**src/rtl/srscwc_mul.sv**
```systemverilog
// shared 24x24 unsigned multiplier with registered product
module srscwc_mul (
  input  logic        clk,
  input  logic [23:0] mul_a,
  input  logic [23:0] mul_b,
  output logic [47:0] mul_p
);

  always_ff @(posedge clk) begin
    mul_p <= mul_a * mul_b;
  end

endmodule

```
**config.mk**
```make
export PLATFORM = sky130hd
export DESIGN_NAME = srscwc_mul
export DESIGN_NICKNAME = d
export VERILOG_FILES = /design/src/rtl/srscwc_mul.sv
export SDC_FILE = /design/constraint.sdc
export NUM_CORES = 1
export LEC_CHECK = 0
export ABC_AREA = 1
export BUFFER_PORTS_ARGS = -buffer_cell sky130_fd_sc_hd__buf_2
export CORE_MARGIN = 4
export CORE_UTILIZATION = 30
export DETAILED_ROUTE_END_ITERATION = 10
export PLACE_DENSITY_LB_ADDON = 0.2
export SETUP_SLACK_MARGIN = 0.2
export SYNTH_ARGS = -nofsm -noshare
export SYNTH_HDL_FRONTEND = slang
export SYNTH_SLANG_ARGS = --single-unit
```
**constraint.sdc**
```tcl
create_clock -name clk -period 16.21 [get_ports clk]
set_clock_uncertainty 0.2 [all_clocks]
set_input_delay 4.0525 -clock clk [delete_from_list [all_inputs] [get_ports clk]]
set_output_delay 4.0525 -clock clk [all_outputs]
set_load 0.02 [all_outputs]
```
==> qor.csv <==
stage,metric,value,unit
clock_network,htree_levels,2,
setup_path,cp.arrival,10.17,ns
timing,final_max_slew_viol_count,0,
timing,setup_tns,0,ns
run_status,status,"complete, no violations",
drt,antenna_left,0,
drt,wl_per_cell,15.4,µm
synthesis,synthDistinctLibCells,25,
place,dpl.hpwl,50400,µm
global_routing,grt_max_degree,25,
final_layout,syn2layout_area_growth,6.90,%
synthesis,syn_area_per_cell,7.37,µm²
clock_network,ctsRootBufferMaster,clkbuf_16,
clock_network,clock-sinks,48,
place,routabilityCongestion,0.841,
drt,drc,0,
drt,via_count,16300,
global_routing,antenna_found_initial,3,
drt,dr.pass1.iters,5,
final_layout,top_regs,mul_p: 48 flops,
drt,vias_per_cell,4.20,
clock_network,holdBufCountCts,0,
global_routing,grt_use_total,0.165,
clock_network,clkTransAtPathRegs,0.08,ns
global_routing,grt_pass1_vias,17700,
synthesis,synth_warnings,0,
synthesis,yosys.area.top_type,fa_1,
timing,holdWs,4.07,ns
final_layout,top_register,mul_p,
final_layout,largest_register_ffs,48,
final_layout,nNetsFinal,3639,
floorplanning,start_util,0.305,
timing,rsz0062_at_grt,no,
final_layout,layout-drive-gt1-share,0.0494,
synthesis,syn-instance-count,2924,
final_layout,n_fill_cell,7757,
setup_path,crit_path_end_kind,register,
timing,report.final.setup_viol,0,
synthesis,synth_edf_count,0,
global_routing,grt_pass1_wl,99200,µm
drt,drt_iter0_markers,776,
synthesis,ys_top_cells_by_area,"fa_1 45%, inv_1 18%, nand2_1 16%",
timing,fmax,98.6,MHz
floorplanning,dieArea,76100,µm²
synthesis,ys_ff_latch,48,
global_routing,gr-total-overflow,0,
floorplanning,core_area,70600,µm²
timing,worst_slew_pin_slew,0.730,ns
floorplanning,fp-row-count,97,
synthesis,synth_ff_type,dfxtp_1,
clock_network,numCtsBuffers,5,
place,portBuffers,96,
job,drv_cap,0,
setup_path,critPathLaunchType,primary input,
synthesis,synth_top_area_frac,0.448,
timing,fin_crit,10.14,ns
timing,slew_headroom,0.513,
setup_path,cp.required,16.24,ns
clock_network,cts_resized,0,
timing,final-hold-violation-count,0,
synthesis,async_flop_share,0,
clock_network,post_cts_buffers,0,
clock_network,cts_tree,yes,
setup_path,worstSetupPathType,primary input to register,
floorplanning,die_height,276,µm
floorplanning,ioPinCount,97,
floorplanning,die-width,276,µm
clock_network,clk_path_buf_depth,2,
drt,wirelength,59900,µm
hold_path,min_path_type,primary input to register,
setup_path,crit_fanout,24,
synthesis,synth_nets,3629,
synthesis,ys_seq_area_frac,0.0446,
synthesis,netlist_area,21500,µm²
timing,post-route-period-util,0.626,
critical path, cell delays in order:
cell and delay, ns:
buf_2 0.52, nand2_1 0.17, fa_1 0.57, inv_1 0.05
fa_1 0.48, inv_1 0.09, fa_1 0.55, inv_1 0.05
fa_1 0.53, inv_1 0.07, fa_1 0.54, inv_1 0.05
fa_1 0.47, inv_1 0.05, fa_1 0.49, inv_1 0.04
ha_1 0.39, nand2_2 0.11, nor2_2 0.17, nand2_1 0.11
nor2_1 0.18, nand2_1 0.08, nand3_1 0.11, xor2_1 0.21
cell usage after synthesis (3+ instances only):
cell      count
inv_1      1012
nand2_1     905
fa_1        482
ha_1        174
clkbuf_1     96
nor2_1       58
dfxtp_1      48
nand3_1      31
a21oi_1      29
xor2_1       21
nand2_2      13
nor2_2       10
nand3_2       8
o21bai_1      6
xnor2_1       6
nor2_4        5
a31oi_1       4
nand4_1       3
nor3_1        3
cell usage in the layout, fill, tap and decap left out:
master and instances:
nor2_1 58, nor2_2 10, xor2_1 21, nor2_4 5, inv_1 1012, nand2_1 905, nand3_1 31, fa_1 482
clkbuf_16 5, a31oi_1 4, buf_2 96, o21bai_1 6, a21oi_1 29, o21ai_0 2, nand3_2 8, inv_2 2
buf_4 3, ha_1 174, dfxtp_1 48, nor3_1 3, xnor2_1 6, or2_2 1, and2_1 2, clkinv_2 1
or2_1 2, clkbuf_1 1, nand2b_1 1, nand4_1 3, diode_2 1, nand2_2 13, bufinv_16 1
per-layer routing:
layer / vias up / global-route usage / share of wire
met5: - / 0 / 0
met4: 0 / 0.0188 / 0.0075
met3: 23 / 0.0121 / 0.029
met2: 207 / 0.271 / 0.46
met1: 8073 / 0.248 / 0.51
li1: 7972 / - / -
through the flow:
step	setup slack, ns	cell area (µm²)	utilization	cells
6_report	6.07	23000	0.326	3876
5_1_grt	5.70	23000	0.326	3875
4_1_cts	6.01	23000	0.326	3875
3_5_place_dp	5.75	22900	0.324	3867
3_3_place_gp	5.70	22900	0.324	3867
2_1_floorplan	6.64	21500	-	2924
kinds of logic (layout without fill, tap and decap cells):
group,after synthesis,after routing,synth area share
AO/OA/AOI/OAI,41,41,0.0105
XOR/XNOR,27,27,0.0110
other,0,1,0
adder cells (fa/ha/maj),656,656,0.549
flip-flops,48,48,0.0446
AND/OR/NAND/NOR,1042,1042,0.191
buffers and inverters,1110,1121,0.193
area by class of cell:
cell class | count | area, µm² | area share
tap | 940 | 1180 | 0.0511
multi-input combinational | 1766 | 16400 | 0.713
clock buffer | 6 | 129 | 0.00560
timing repair buffer | 99 | 503 | 0.0218
sequential | 48 | 961 | 0.0417
antenna | 1 | 2.50 | 0.000109
clock inverter | 2 | 35.0 | 0.00152
inverter | 1014 | 3810 | 0.165
worst paths after layout:
path,from,endpoint,slack [ns],cells past startpoint
setup / recovery,mul_a[13],mul_p[29],6.07,24
hold / removal,mul_a[0],mul_p[0],4.07,3
Power is not shown: default switching activity piles up to over one toggle a cycle in this logic, so the estimate is an artifact.
